File: src/design/ps2c_pkg.sv
// ----------------------------------------------------------------------------
// ps2c_pkg
// Types, command codes and register indexes shared by the PS/2 command port.
// ----------------------------------------------------------------------------
package ps2c_pkg;

  // Configuration port geometry.
  localparam int CfgIdxWidth  = 2;
  localparam int CfgDataWidth = 8;

  // Configuration register indexes.
  localparam logic [CfgIdxWidth-1:0] RegPortTwoPresent = 2'd0;
  localparam logic [CfgIdxWidth-1:0] RegPortOneCode    = 2'd1;
  localparam logic [CfgIdxWidth-1:0] RegPortTwoCode    = 2'd2;

  // Controller commands.
  localparam logic [7:0] CmdReadConfig  = 8'h20;
  localparam logic [7:0] CmdWriteConfig = 8'h60;
  localparam logic [7:0] CmdSelfTest    = 8'hAA;
  localparam logic [7:0] CmdTestPortOne = 8'hAB;
  localparam logic [7:0] CmdTestPortTwo = 8'hA9;
  localparam logic [7:0] CmdDisPortOne  = 8'hAD;
  localparam logic [7:0] CmdEnPortOne   = 8'hAE;
  localparam logic [7:0] CmdDisPortTwo  = 8'hA7;
  localparam logic [7:0] CmdEnPortTwo   = 8'hA8;
  localparam logic [7:0] CmdWritePortTwo = 8'hD4;

  // Self test answer and reset value of the configuration byte.
  localparam logic [7:0] SelfTestPass  = 8'h55;
  localparam logic [7:0] ConfigReset   = 8'h30;

  // Configuration byte bit positions.
  localparam int CfgIrqOneBit = 0;
  localparam int CfgIrqTwoBit = 1;
  localparam int CfgSysBit    = 2;
  localparam int CfgClkOneBit = 4;
  localparam int CfgClkTwoBit = 5;

  // Request kinds.
  typedef enum logic [1:0] {
    MODE_READ   = 2'd0,
    MODE_WRITE  = 2'd1,
    MODE_DEVICE = 2'd2
  } mode_e;

  // Pending command after a command write.
  typedef enum logic [1:0] {
    PEND_NONE  = 2'd0,
    PEND_CFG   = 2'd1,
    PEND_PORT2 = 2'd2
  } pend_e;

  // Configuration registers as seen by the core.
  typedef struct packed {
    logic       port_two_present;
    logic [7:0] port_one_test_code;
    logic [7:0] port_two_test_code;
    logic       force_clk_two;
  } cfg_t;

  // One request.
  typedef struct packed {
    logic [1:0] mode;
    logic       addr_is_command;
    logic [7:0] host_byte;
    logic       from_port_two;
    logic [7:0] device_byte;
  } req_t;

  // One response.
  typedef struct packed {
    logic [7:0] read_data;
    logic       send_valid;
    logic       send_to_port_two;
    logic [7:0] send_byte;
    logic       device_refused;
    logic       irq_one;
    logic       irq_two;
  } rsp_t;

endpackage

File: src/design/ps2c_req_if.sv
// ----------------------------------------------------------------------------
// ps2c_req_if
// Request channel: host accesses and device bytes, valid/ready handshake.
// ----------------------------------------------------------------------------
interface ps2c_req_if;
  logic       valid;
  logic       ready;
  logic [1:0] mode;
  logic       addr_is_command;
  logic [7:0] host_byte;
  logic       from_port_two;
  logic [7:0] device_byte;

  modport source (
    output valid, mode, addr_is_command, host_byte, from_port_two, device_byte,
    input  ready
  );

  modport sink (
    input  valid, mode, addr_is_command, host_byte, from_port_two, device_byte,
    output ready
  );
endinterface

File: src/design/ps2c_rsp_if.sv
// ----------------------------------------------------------------------------
// ps2c_rsp_if
// Response channel: one response per request, valid/ready handshake.
// ----------------------------------------------------------------------------
interface ps2c_rsp_if;
  logic       valid;
  logic       ready;
  logic [7:0] read_data;
  logic       send_valid;
  logic       send_to_port_two;
  logic [7:0] send_byte;
  logic       device_refused;
  logic       irq_one;
  logic       irq_two;

  modport source (
    output valid, read_data, send_valid, send_to_port_two, send_byte,
           device_refused, irq_one, irq_two,
    input  ready
  );

  modport sink (
    input  valid, read_data, send_valid, send_to_port_two, send_byte,
           device_refused, irq_one, irq_two,
    output ready
  );
endinterface

File: src/design/ps2c_cfg_regs.sv
// ----------------------------------------------------------------------------
// ps2c_cfg_regs
// Configuration registers and the clock-two fixup request for one channel.
// ----------------------------------------------------------------------------
module ps2c_cfg_regs
  import ps2c_pkg::*;
(
  input  logic                    clk_i,
  input  logic                    rst_ni,
  input  logic                    cfg_we_i,
  input  logic [CfgIdxWidth-1:0]  cfg_idx_i,
  input  logic [CfgDataWidth-1:0] cfg_wdata_i,
  output cfg_t                    cfg_o
);

  logic       dual_q, dual_d;
  logic [7:0] code_one_q, code_one_d;
  logic [7:0] code_two_q, code_two_d;
  logic       fix_q, fix_d;

  // Register decode. Every write, whatever the index, asks the core to keep
  // the clock of port two disabled when there is no second port.
  always_comb begin
    dual_d     = dual_q;
    code_one_d = code_one_q;
    code_two_d = code_two_q;
    if (cfg_we_i) begin
      unique case (cfg_idx_i)
        RegPortTwoPresent: dual_d     = cfg_wdata_i[0];
        RegPortOneCode:    code_one_d = cfg_wdata_i;
        RegPortTwoCode:    code_two_d = cfg_wdata_i;
        default:           ;
      endcase
    end
    fix_d = cfg_we_i && !dual_d;
  end

  always_ff @(posedge clk_i or negedge rst_ni) begin
    if (!rst_ni) begin
      dual_q     <= 1'b1;
      code_one_q <= '0;
      code_two_q <= '0;
      fix_q      <= 1'b0;
    end else begin
      dual_q     <= dual_d;
      code_one_q <= code_one_d;
      code_two_q <= code_two_d;
      fix_q      <= fix_d;
    end
  end

  assign cfg_o.port_two_present   = dual_q;
  assign cfg_o.port_one_test_code = code_one_q;
  assign cfg_o.port_two_test_code = code_two_q;
  assign cfg_o.force_clk_two      = fix_q;

endmodule

File: src/design/ps2c_core.sv
// ----------------------------------------------------------------------------
// ps2c_core
// Request register, controller state and the single-pass request decode.
// ----------------------------------------------------------------------------
module ps2c_core
  import ps2c_pkg::*;
(
  input  logic clk_i,
  input  logic rst_ni,
  input  cfg_t cfg_i,
  input  logic req_valid_i,
  output logic req_ready_o,
  input  req_t req_i,
  output logic rsp_valid_o,
  input  logic rsp_ready_i,
  output rsp_t rsp_o
);

  logic       stage_valid_q;
  req_t       stage_q;
  logic       take;

  logic [7:0] config_q, config_d;
  logic [7:0] buf_q, buf_d;
  logic       full_q, full_d;
  logic       aux_q, aux_d;
  pend_e      pend_q, pend_d;
  rsp_t       res;
  logic [7:0] status;
  logic       clk_off;

  // The staged request moves on when the result register can take it.
  assign take        = stage_valid_q && rsp_ready_i;
  assign req_ready_o = !stage_valid_q || rsp_ready_i;
  assign rsp_valid_o = stage_valid_q;
  assign rsp_o       = res;

  // Request register.
  always_ff @(posedge clk_i or negedge rst_ni) begin
    if (!rst_ni) begin
      stage_valid_q <= 1'b0;
    end else if (req_ready_o) begin
      stage_valid_q <= req_valid_i;
    end
  end

  always_ff @(posedge clk_i) begin
    if (req_ready_o && req_valid_i) begin
      stage_q <= req_i;
    end
  end

  // Status byte: input buffer never full, not inhibited, no errors.
  assign status = {2'b00, full_q && aux_q, 1'b1, 1'b0, config_q[CfgSysBit], 1'b0, full_q};

  assign clk_off = stage_q.from_port_two ? config_q[CfgClkTwoBit] : config_q[CfgClkOneBit];

  // Request decode and next state.
  always_comb begin
    config_d = config_q;
    buf_d    = buf_q;
    full_d   = full_q;
    aux_d    = aux_q;
    pend_d   = pend_q;
    res      = '0;
    case (mode_e'(stage_q.mode))
      MODE_READ: begin
        if (stage_q.addr_is_command) begin
          res.read_data = status;
        end else begin
          res.read_data = buf_q;
          full_d        = 1'b0;
          aux_d         = 1'b0;
        end
      end
      MODE_WRITE: begin
        pend_d = PEND_NONE;
        if (stage_q.addr_is_command) begin
          // Controller commands; answers overwrite the buffer.
          unique case (stage_q.host_byte)
            CmdReadConfig: begin
              buf_d  = config_q;
              full_d = 1'b1;
              aux_d  = 1'b0;
            end
            CmdWriteConfig: pend_d = PEND_CFG;
            CmdSelfTest: begin
              buf_d               = SelfTestPass;
              full_d              = 1'b1;
              aux_d               = 1'b0;
              config_d[CfgSysBit] = 1'b1;
            end
            CmdTestPortOne: begin
              buf_d  = cfg_i.port_one_test_code;
              full_d = 1'b1;
              aux_d  = 1'b0;
            end
            CmdTestPortTwo: begin
              if (cfg_i.port_two_present) begin
                buf_d  = cfg_i.port_two_test_code;
                full_d = 1'b1;
                aux_d  = 1'b0;
              end
            end
            CmdDisPortOne: config_d[CfgClkOneBit] = 1'b1;
            CmdEnPortOne:  config_d[CfgClkOneBit] = 1'b0;
            CmdDisPortTwo: begin
              if (cfg_i.port_two_present) config_d[CfgClkTwoBit] = 1'b1;
            end
            CmdEnPortTwo: begin
              if (cfg_i.port_two_present) config_d[CfgClkTwoBit] = 1'b0;
            end
            CmdWritePortTwo: begin
              if (cfg_i.port_two_present) pend_d = PEND_PORT2;
            end
            default: ;
          endcase
        end else begin
          // Data port write: finish a pending command or send to port one.
          case (pend_q)
            PEND_CFG: begin
              config_d = stage_q.host_byte;
              if (!cfg_i.port_two_present) config_d[CfgClkTwoBit] = 1'b1;
            end
            PEND_PORT2: begin
              if (cfg_i.port_two_present) begin
                res.send_valid       = 1'b1;
                res.send_to_port_two = 1'b1;
                res.send_byte        = stage_q.host_byte;
              end
            end
            default: begin
              res.send_valid = 1'b1;
              res.send_byte  = stage_q.host_byte;
            end
          endcase
        end
      end
      MODE_DEVICE: begin
        if ((stage_q.from_port_two && !cfg_i.port_two_present) || full_q || clk_off) begin
          res.device_refused = 1'b1;
        end else begin
          buf_d  = stage_q.device_byte;
          full_d = 1'b1;
          aux_d  = stage_q.from_port_two;
          if (stage_q.from_port_two) begin
            res.irq_two = config_q[CfgIrqTwoBit];
          end else begin
            res.irq_one = config_q[CfgIrqOneBit];
          end
        end
      end
      default: ;
    endcase
  end

  // Controller state. The clock-two fixup after a configuration write wins.
  always_ff @(posedge clk_i or negedge rst_ni) begin
    if (!rst_ni) begin
      config_q <= ConfigReset;
      buf_q    <= '0;
      full_q   <= 1'b0;
      aux_q    <= 1'b0;
      pend_q   <= PEND_NONE;
    end else begin
      if (take) begin
        config_q <= config_d;
        buf_q    <= buf_d;
        full_q   <= full_d;
        aux_q    <= aux_d;
        pend_q   <= pend_d;
      end
      if (cfg_i.force_clk_two) begin
        config_q[CfgClkTwoBit] <= 1'b1;
      end
    end
  end

  // Without a second port its clock stays disabled once the fixup is done.
  a_clk_two_off: assert property (@(posedge clk_i) disable iff (!rst_ni)
    (!cfg_i.port_two_present && !cfg_i.force_clk_two) |-> config_q[CfgClkTwoBit])
    else $error("port two clock enabled on a single channel controller");

  // The auxiliary flag only ever marks a full buffer.
  a_aux_full: assert property (@(posedge clk_i) disable iff (!rst_ni)
    aux_q |-> full_q)
    else $error("auxiliary flag set with an empty output buffer");

  // An interrupt pulse always comes with a buffered device byte.
  a_irq_buffered: assert property (@(posedge clk_i) disable iff (!rst_ni)
    (take && (res.irq_one || res.irq_two)) |=> full_q)
    else $error("interrupt raised without a buffered byte");

endmodule

File: src/design/ps2c_out_reg.sv
// ----------------------------------------------------------------------------
// ps2c_out_reg
// Response register between the core and the response channel.
// ----------------------------------------------------------------------------
module ps2c_out_reg
  import ps2c_pkg::*;
(
  input  logic clk_i,
  input  logic rst_ni,
  input  logic in_valid_i,
  output logic in_ready_o,
  input  rsp_t in_data_i,
  output logic out_valid_o,
  input  logic out_ready_i,
  output rsp_t out_data_o
);

  logic valid_q;
  rsp_t data_q;

  // Take a new response when empty or when the held one leaves.
  assign in_ready_o = !valid_q || out_ready_i;

  always_ff @(posedge clk_i or negedge rst_ni) begin
    if (!rst_ni) begin
      valid_q <= 1'b0;
    end else if (in_ready_o) begin
      valid_q <= in_valid_i;
    end
  end

  always_ff @(posedge clk_i) begin
    if (in_ready_o && in_valid_i) begin
      data_q <= in_data_i;
    end
  end

  assign out_valid_o = valid_q;
  assign out_data_o  = data_q;

endmodule

File: src/design/ps2_controller_command_port_unit.sv
// ----------------------------------------------------------------------------
// ps2_controller_command_port_unit
// Controller side of a two-port PS/2 host interface, command and data ports.
// ----------------------------------------------------------------------------
// Usage: each request on req_i is a host read, a host write to the data or
// command port, or a byte received from a device. Every request yields
// exactly one response on rsp_o, in order: read data or status, a byte to
// send to a device, a refusal flag for device bytes and interrupt pulses.
// The configuration port (cfg_we_i, cfg_idx_i, cfg_wdata_i) sets whether
// port two exists and the two port test answers; write it while no
// request is in flight.
// A request passes through the request register, where the decode and the
// state update happen, and then the response register before its response
// is valid. Throughput is one request per cycle while the receiver does
// not stall, since the controller state updates in the same single pass.
// Reset clears the output buffer and pending command, loads the
// configuration byte with both port clocks disabled, and marks port two
// as present. When the receiver stalls, the response register holds
// its value and the request register behind it fills; then req_i.ready drops.
// ----------------------------------------------------------------------------
module ps2_controller_command_port_unit
  import ps2c_pkg::*;
(
  input  logic                    clk_i,
  input  logic                    rst_ni,
  input  logic                    cfg_we_i,
  input  logic [CfgIdxWidth-1:0]  cfg_idx_i,
  input  logic [CfgDataWidth-1:0] cfg_wdata_i,
  ps2c_req_if.sink                req_i,
  ps2c_rsp_if.source              rsp_o
);

  cfg_t cfg;
  req_t req;
  rsp_t core_rsp;
  rsp_t out_rsp;
  logic core_valid;
  logic core_ready;

  // Request fields into one word.
  assign req.mode            = req_i.mode;
  assign req.addr_is_command = req_i.addr_is_command;
  assign req.host_byte       = req_i.host_byte;
  assign req.from_port_two   = req_i.from_port_two;
  assign req.device_byte     = req_i.device_byte;

  ps2c_cfg_regs u_cfg_regs (
    .clk_i      (clk_i),
    .rst_ni     (rst_ni),
    .cfg_we_i   (cfg_we_i),
    .cfg_idx_i  (cfg_idx_i),
    .cfg_wdata_i(cfg_wdata_i),
    .cfg_o      (cfg)
  );

  ps2c_core u_core (
    .clk_i      (clk_i),
    .rst_ni     (rst_ni),
    .cfg_i      (cfg),
    .req_valid_i(req_i.valid),
    .req_ready_o(req_i.ready),
    .req_i      (req),
    .rsp_valid_o(core_valid),
    .rsp_ready_i(core_ready),
    .rsp_o      (core_rsp)
  );

  ps2c_out_reg u_out_reg (
    .clk_i      (clk_i),
    .rst_ni     (rst_ni),
    .in_valid_i (core_valid),
    .in_ready_o (core_ready),
    .in_data_i  (core_rsp),
    .out_valid_o(rsp_o.valid),
    .out_ready_i(rsp_o.ready),
    .out_data_o (out_rsp)
  );

  // Response word onto the channel.
  assign rsp_o.read_data        = out_rsp.read_data;
  assign rsp_o.send_valid       = out_rsp.send_valid;
  assign rsp_o.send_to_port_two = out_rsp.send_to_port_two;
  assign rsp_o.send_byte        = out_rsp.send_byte;
  assign rsp_o.device_refused   = out_rsp.device_refused;
  assign rsp_o.irq_one          = out_rsp.irq_one;
  assign rsp_o.irq_two          = out_rsp.irq_two;

endmodule

File: src/flat_wrapper.sv
// flat-port wrapper written by rule: the top's interface ports become plain ports
module ps2_controller_command_port_unit_flat import ps2c_pkg::*;
  (clk_i, rst_ni, cfg_we_i, cfg_idx_i, cfg_wdata_i, req_i_valid, req_i_mode, req_i_addr_is_command, req_i_host_byte, req_i_from_port_two, req_i_device_byte, req_i_ready, rsp_o_valid, rsp_o_read_data, rsp_o_send_valid, rsp_o_send_to_port_two, rsp_o_send_byte, rsp_o_device_refused, rsp_o_irq_one, rsp_o_irq_two, rsp_o_ready);
  ps2c_req_if req_i_i ();
  ps2c_rsp_if rsp_o_i ();
  input  logic clk_i;
  input  logic rst_ni;
  input  logic cfg_we_i;
  input  logic [CfgIdxWidth-1:0] cfg_idx_i;
  input  logic [CfgDataWidth-1:0] cfg_wdata_i;
  input wire logic [$bits(req_i_i.valid)-1:0] req_i_valid;
  input wire logic [$bits(req_i_i.mode)-1:0] req_i_mode;
  input wire logic [$bits(req_i_i.addr_is_command)-1:0] req_i_addr_is_command;
  input wire logic [$bits(req_i_i.host_byte)-1:0] req_i_host_byte;
  input wire logic [$bits(req_i_i.from_port_two)-1:0] req_i_from_port_two;
  input wire logic [$bits(req_i_i.device_byte)-1:0] req_i_device_byte;
  output wire logic [$bits(req_i_i.ready)-1:0] req_i_ready;
  output wire logic [$bits(rsp_o_i.valid)-1:0] rsp_o_valid;
  output wire logic [$bits(rsp_o_i.read_data)-1:0] rsp_o_read_data;
  output wire logic [$bits(rsp_o_i.send_valid)-1:0] rsp_o_send_valid;
  output wire logic [$bits(rsp_o_i.send_to_port_two)-1:0] rsp_o_send_to_port_two;
  output wire logic [$bits(rsp_o_i.send_byte)-1:0] rsp_o_send_byte;
  output wire logic [$bits(rsp_o_i.device_refused)-1:0] rsp_o_device_refused;
  output wire logic [$bits(rsp_o_i.irq_one)-1:0] rsp_o_irq_one;
  output wire logic [$bits(rsp_o_i.irq_two)-1:0] rsp_o_irq_two;
  input wire logic [$bits(rsp_o_i.ready)-1:0] rsp_o_ready;
  assign req_i_i.valid = req_i_valid;
  assign req_i_i.mode = req_i_mode;
  assign req_i_i.addr_is_command = req_i_addr_is_command;
  assign req_i_i.host_byte = req_i_host_byte;
  assign req_i_i.from_port_two = req_i_from_port_two;
  assign req_i_i.device_byte = req_i_device_byte;
  assign req_i_ready = req_i_i.ready;
  assign rsp_o_valid = rsp_o_i.valid;
  assign rsp_o_read_data = rsp_o_i.read_data;
  assign rsp_o_send_valid = rsp_o_i.send_valid;
  assign rsp_o_send_to_port_two = rsp_o_i.send_to_port_two;
  assign rsp_o_send_byte = rsp_o_i.send_byte;
  assign rsp_o_device_refused = rsp_o_i.device_refused;
  assign rsp_o_irq_one = rsp_o_i.irq_one;
  assign rsp_o_irq_two = rsp_o_i.irq_two;
  assign rsp_o_i.ready = rsp_o_ready;
  ps2_controller_command_port_unit u_core (.clk_i(clk_i), .rst_ni(rst_ni), .cfg_we_i(cfg_we_i), .cfg_idx_i(cfg_idx_i), .cfg_wdata_i(cfg_wdata_i), .req_i(req_i_i), .rsp_o(rsp_o_i));
endmodule
File: config.mk
export PLATFORM = sky130hd
export DESIGN_NAME = ps2_controller_command_port_unit_flat
export DESIGN_NICKNAME = d
export VERILOG_FILES = /design/src/design/ps2c_pkg.sv /design/src/design/ps2c_req_if.sv /design/src/design/ps2c_rsp_if.sv /design/src/design/ps2c_cfg_regs.sv /design/src/design/ps2c_core.sv /design/src/design/ps2c_out_reg.sv /design/src/design/ps2_controller_command_port_unit.sv /design/src/flat_wrapper.sv
export SDC_FILE = /design/constraint.sdc
export NUM_CORES = 1
export LEC_CHECK = 0
export BUFFER_PORTS_ARGS = -buffer_cell sky130_fd_sc_hd__buf_2
export CELL_PAD_IN_SITES_DETAIL_PLACEMENT = 1
export CELL_PAD_IN_SITES_GLOBAL_PLACEMENT = 2
export CORE_MARGIN = 2
export CORE_UTILIZATION = 38
export CTS_CLUSTER_DIAMETER = 50
export DETAILED_ROUTE_END_ITERATION = 6
export PLACE_DENSITY_LB_ADDON = 0.2
export SLEW_MARGIN = 20
export SYNTH_ARGS = -nofsm -noshare
export SYNTH_HDL_FRONTEND = slang
export SYNTH_SLANG_ARGS = --single-unit
File: constraint.sdc
create_clock -name clk_i -period 2.9 [get_ports clk_i]
set_input_delay 0 -clock clk_i [delete_from_list [all_inputs] [get_ports clk_i]]
set_output_delay 0 -clock clk_i [all_outputs]
set_load 0.01 [all_outputs]
# == Yosys cells after proc, flatten, opt, wreduce, memory -nomap -nowiden ==
# Index checks and enable logic that the tools add are counted.
# W data, S select, Z words.
# word_totals
register_bits,81
in_bits,35
output_inout_bits,23
word_cells,135
# classes
n_eq_ne,27
n_mux,39
bitwise_logic,6
reduce_logical,36
# op_table
op,count
$eq A8 B8 Y1 const B,8
$mux W8,4
$pmux W8 S2,2
$pmux W8 S4,1
$mux W6,3
$mux W1,16
$reduce_and A4 Y1,3
$reduce_and A6 Y1,2
$reduce_or A3 Y1,4
$mux W10,1
$pmux W1 S2,5
$eq A8 B6 Y1 const B,1
$eq A8 B7 Y1 const B,1
$mux W2,4
$ne A4 B2 Y1 const B,2
$reduce_bool A2 Y1,4
$reduce_and A7 Y1,1
$eq A2 B1 Y1 const B,3
$eq A2 B2 Y1 const B,3
$ne A2 B2 Y1 const B,3
$ne A3 B2 Y1 const B,2
$not A1 Y1,6
$pmux W1 S3,2
$reduce_and A2 Y1,3
11 further kinds,24

# == Longest topological paths before layout ==
# depth
depth_word,6
depth_mapped,8
mapped_depth_nobuf,7

# == Modules after synthesis ==
# A second synthesis with hierarchy kept.
# unflattened
cells_unflattened,265
hier_area_um2,3708.6
# by_module_without_submodules
mod,n_inst,cells_per_inst,area_per_inst_um2,seq_area_each_um2
ps2c_core,1,197,2298.5,1128.6
ps2c_cfg_regs,1,43,725.7,451.7
ps2c_out_reg,1,25,684.4,655.6

# == Worst setup path before layout ==
# Ideal clock, no wire load.
# synth_timing
kind,reg-to-reg
startpoint,reg u_core.u_core.stage_q[11] in the netlist's numbering
endpoint,reg u_core.u_core.buf_q[0]
setup_ns,0.125
arrival_time_ns,2.238
t_required_ns,2.775
path_slack_ns,0.538
path_stages_with_launch,6
path_buffers,0
synth_period_minus_slack_ns,2.362
path_cell_list,edfxtp_1 or4b_1 o41a_1 a211o_1 nor2_1 mux2_2
# synth_between
elab_chain_cells,4
word_cells_on_any_way,10
cone_classes,eq/ne: 6; mux: 3; reduce/logical: 1
# synth_rtl
item,line_no,text
start: declaration,ps2c_core.sv:20,req_t stage_q;
start signal: assignment,ps2c_core.sv:49,stage_q <= req_i;
$eq A8 B8 Y1 or $eq A8 B6 Y1 (tied branches),ps2c_core.sv:80,unique case (stage_q.host_byte)
$pmux W8 S4,ps2c_core.sv:80,
$mux W8,ps2c_core.sv:78,if (stage_q.addr_is_command) begin
$pmux W8 S2,ps2c_core.sv:66,case (mode_e'(stage_q.mode))
end signal: assignment,ps2c_core.sv:168,buf_q <= buf_d;
end: declaration,ps2c_core.sv:24,"logic [7:0] buf_q, buf_d;"
# Several ways; a longest one is shown, not always the timed one. The select of a mux whose other input is x is not followed.
# A chain may end at the register's enable or synchronous reset.

# == Worst setup path in the final report ==
# layout_timing
startpoint,reg u_core.u_core.stage_q[13] in the netlist's numbering
endpoint,reg u_core.u_core.buf_q[6]
# The elaborated chain is that of the path after synthesis.

==> impl_results.md <==
* Outcome: finished, final reports clean
* Remaining DRCs at 0
* Vias in the first global route at 2555
* Final Routed Wirelength at 7880 um
* Synth area leader: edfxtp_1
* Max incr delay on CP at 0.58 ns
* Row Count at 35
* Antenna-violating nets left at 0
* Die area at 10200 um^2
* Crit path cell chain: or4b_1 -> o41a_1 -> a211o_1 -> nor2_1 -> mux2_2
* Number of CTS-inserted buffers at 9
* Post-synthesis cell type count at 45
* Fin crit share at 89.7%
* Wire per inst at 16.4 um
* Io pins at 58
* CTS root buffer: clkbuf_8
* Yosys reg bits at 81
* Slew Viols, Final at 0
* Clock tree buffer depth at 2
* Top-area cell type share of the netlist area at 34.4%
* Worst-Margin Slew at 0.940 ns
* Fin util at 49.1%
* First-pass GRT wire length at 13100 um
* FFs w/ async S/R, synth at 49.4%
* RSZ-0062 raised after global routing: false
* # diodes at 0
* Detailed Route Iter0 Violations at 111
* TNS Setup at 0 ns
* Switching power total at 639 uW
* Critical path fanouts, max at 9
* Layout cells sized above 1 at 30.3%
* Worst VDD drop at 0.246 mV
* Startpoint types: register
* Worst setup EP type: register
* Largest net degree at the start of global routing at 41
* Worst path bufs/invs at 0
* Die H at 101 um
* Critical path type: reg -> reg
* Area Overhead vs Synth at 26.2%
* # H-tree levels at 3
* Finish-stage setup viols at 0
* CTS clk-pin slew, worst paths at 0.08 ns
* Max-Cap Viols at 0
* Skew-Pair Late Insertion Delay at 0.35 ns
* Comb power frac at 14.3%
* # port buffers at 57
* TritonCTS clock tree: done
* Routability cong. at 0.804
* Register area share after synthesis at 62.5%
* Top post-synthesis cells by area: edfxtp_1 34%, dfrtp_1 26%, mux2_2 8.2%
* HP Class: in -> reg
* Core Area at 9200 um^2
* Cell area after synthesis at 3580 um^2
* Tmin final at 2.60 ns
* DR pass1 iterations at 4
* Final Skew at 0.0149 ns
* # clock sinks at 81
* Syn Area/Cell at 13.4 um^2
* Slew headroom at 37.3%
* Worst path top cell family by delay: simple AND/OR/NAND/NOR gates
* Syn Nets at 307
* Required time worst endpoint at 3.13 ns
* Upper clock frequency limit at 384 MHz
* Initial antenna violation count at 0
* Post-synth EDFFs at 41
* Gr usage total at 17.1%
* Worst-path cell with the longest stage delay: or4b_1
* Die X at 101 um
* Clock Power Share at 28.4%
* Internal power at 1840 uW
* Leak at 0.00190 uW
* Mapped Cells at 266
* Final Hold Fails at 0
* Initial core utilization at 38.9%
* Predominant post-synthesis flop cell: edfxtp_1
* CP arrival at 2.83 ns
* Yosys Warn Count at 0
* Remaining global-route overflow at 0
* Filler cells at 977
* Sw frac at 25.7%
* FF+latch area at 2240 um^2
* Pwr/cell area at 550 nW/um^2
* Vias per Instance at 5.01
* Post-CTS setup buffers at 0
* Register share of total power at 57.3%
* Post-DP HPWL at 5600 um
* Area of the multi-input gates at 1270 um^2
* Final #Nets at 406
* Via count at 2411
## logic make-up after synthesis
logic type	synth area share [%]
AOI/OAI and AO/OA	7.94
muxes	11.8
and+or+nand+nor	13.4
adders and majority gates	2.10
buffers and inverters	1.99
xor gates and xnor gates	0.245
DFF	62.5
## worst paths after layout
| check | endpoint | slack (ns) | cells past startpoint | from |
|---|---|---|---|---|
| setup / recovery | u_core.u_core.buf_q[6] | 0.30 | 5 | u_core.u_core.stage_q[13] |
| hold / removal | u_core.u_cfg_regs.dual_q | 0.08 | 3 | cfg_idx_i[1] |
| setup reg to reg | u_core.u_core.buf_q[6] | 0.30 | 5 | u_core.u_core.stage_q[13] |
| hold reg to reg | u_core.u_core.config_q[5] | 0.48 | 1 | u_core.u_cfg_regs.fix_q |
| max in group asynchronous | u_core.u_cfg_regs.code_two_q[2] | 1.97 | 2 | rst_ni |
| min in group asynchronous | u_core.u_core.rsp_valid_o | 0.34 | 2 | rst_ni |
## final cells by class
cell class | instances | share of cell area (%)
clock buffers | 11 | 2.91
clock inverters | 5 | 0.721
inverters | 10 | 0.832
multi-input cells | 166 | 28.1
flip-flops and latches | 81 | 49.5
well taps | 111 | 3.08
repair buffers | 97 | 14.8
## worst register-to-register path, cell delays in order, from the launching register on
cell and delay (ns):
edfxtp_1 0.44, or4b_1 0.58, o41a_1 0.39, a211o_1 0.39, nor2_1 0.31, mux2_2 0.38
## flip-flops by register name, summed over array words and instances (netlist names)
signal                        flops
u_core.u_core.stage_q            20
u_core.u_cfg_regs.code_two_q      8
u_core.u_core.full_q              1
u_core.u_cfg_regs.dual_q          1
u_core.u_core.rsp_valid_o         1
u_core.u_cfg_regs.code_one_q      8
u_core.u_core.buf_q               8
u_core.u_core.aux_q               1
u_core.u_core.pend_q              2
u_core.u_out_reg.out_data_o      21
u_core.u_core.config_q            8
u_core.u_cfg_regs.fix_q           1
u_core.u_out_reg.out_valid_o      1
## layer usage
layer | global-route usage (%) | up-vias | wire, um | part of all wire, %
met5 | 0 | - | 0 | 0
met3 | 3.81 | 7 | 259 | 3.3
met4 | 5.30 | 0 | 95 | 1.2
met1 | 22.2 | 1186 | 3760 | 48
met2 | 28.7 | 44 | 3770 | 48
li1 | - | 1174 | - | -
## synthesized netlist by cell type, types with 2 or more instances
cell       instances
nand3b_1           3
nor2_1             7
a21o_1             2
edfxtp_1          41
mux2_4             2
nand2b_1           8
nor3b_1            4
nand2_1           14
and3_1             2
clkbuf_1           7
inv_1             10
dfrtp_1           37
mux2i_1           10
a211o_1            7
or2_2              3
and2_1            15
nand3_1            8
ha_1               6
nor2b_1            4
a221oi_1           4
mux2_2            26
dfstp_2            3
o21ai_0            5
buf_1              2
a2bb2oi_1          4
a21oi_1            7
nor3_1             7
## power groups by stage
stage                     clock [uW]  sequential, uW  combinational, uW
after floorplan                    0            1430                200
after global placement             0            1440                318
after detailed placement           0            1450                324
after CTS                        729            1420                360
after global routing             787            1440                395
final                            705            1420                355
## metrics by stage
stage          total power (uW)  hold slack [ns]  area, um^2  std cells  setup WS, ns
2_1_floorplan              1630           -0.296        3580        266         0.538
3_3_place_gp               1760            0.177        4020        432         0.345
3_5_place_dp               1770            0.179        4020        432         0.313
4_1_cts                    2510           0.0557        4510        481         0.293
5_1_grt                    2620           0.0889        4510        481         0.213
6_report                   2480           0.0827        4510        481         0.299
## layout by cell type (no fill, tap or decap), drive strengths merged, types with 2 or more instances in the layout
cell type | Yosys | final
nand2 | 14 | 14
mux2i | 10 | 10
inv | 10 | 10
o21ai | 5 | 5
edfxtp | 41 | 41
nand2b | 8 | 8
dfrtp | 37 | 37
ha | 6 | 6
clkinvlp | 0 | 3
nand3b | 3 | 3
nor2 | 7 | 7
nor3 | 7 | 7
dlygate4sd3 | 0 | 33
a2bb2oi | 4 | 4
a21oi | 7 | 7
nand3 | 8 | 8
and2 | 15 | 15
a221oi | 4 | 4
a211o | 7 | 7
mux2 | 28 | 28
nor2b | 4 | 4
a21o | 2 | 2
clkinv | 0 | 2
nor3b | 4 | 4
buf | 2 | 64
or2 | 3 | 3
and3 | 2 | 2
clkbuf | 7 | 11
dfstp | 3 | 3
## timing repair
action,4_1_cts,5_1_grt
gates resized for setup,0,0
hold buffers,33,0
hold endpoints to repair,77,0
No activity file was read; power rests on OpenSTA's default activity.
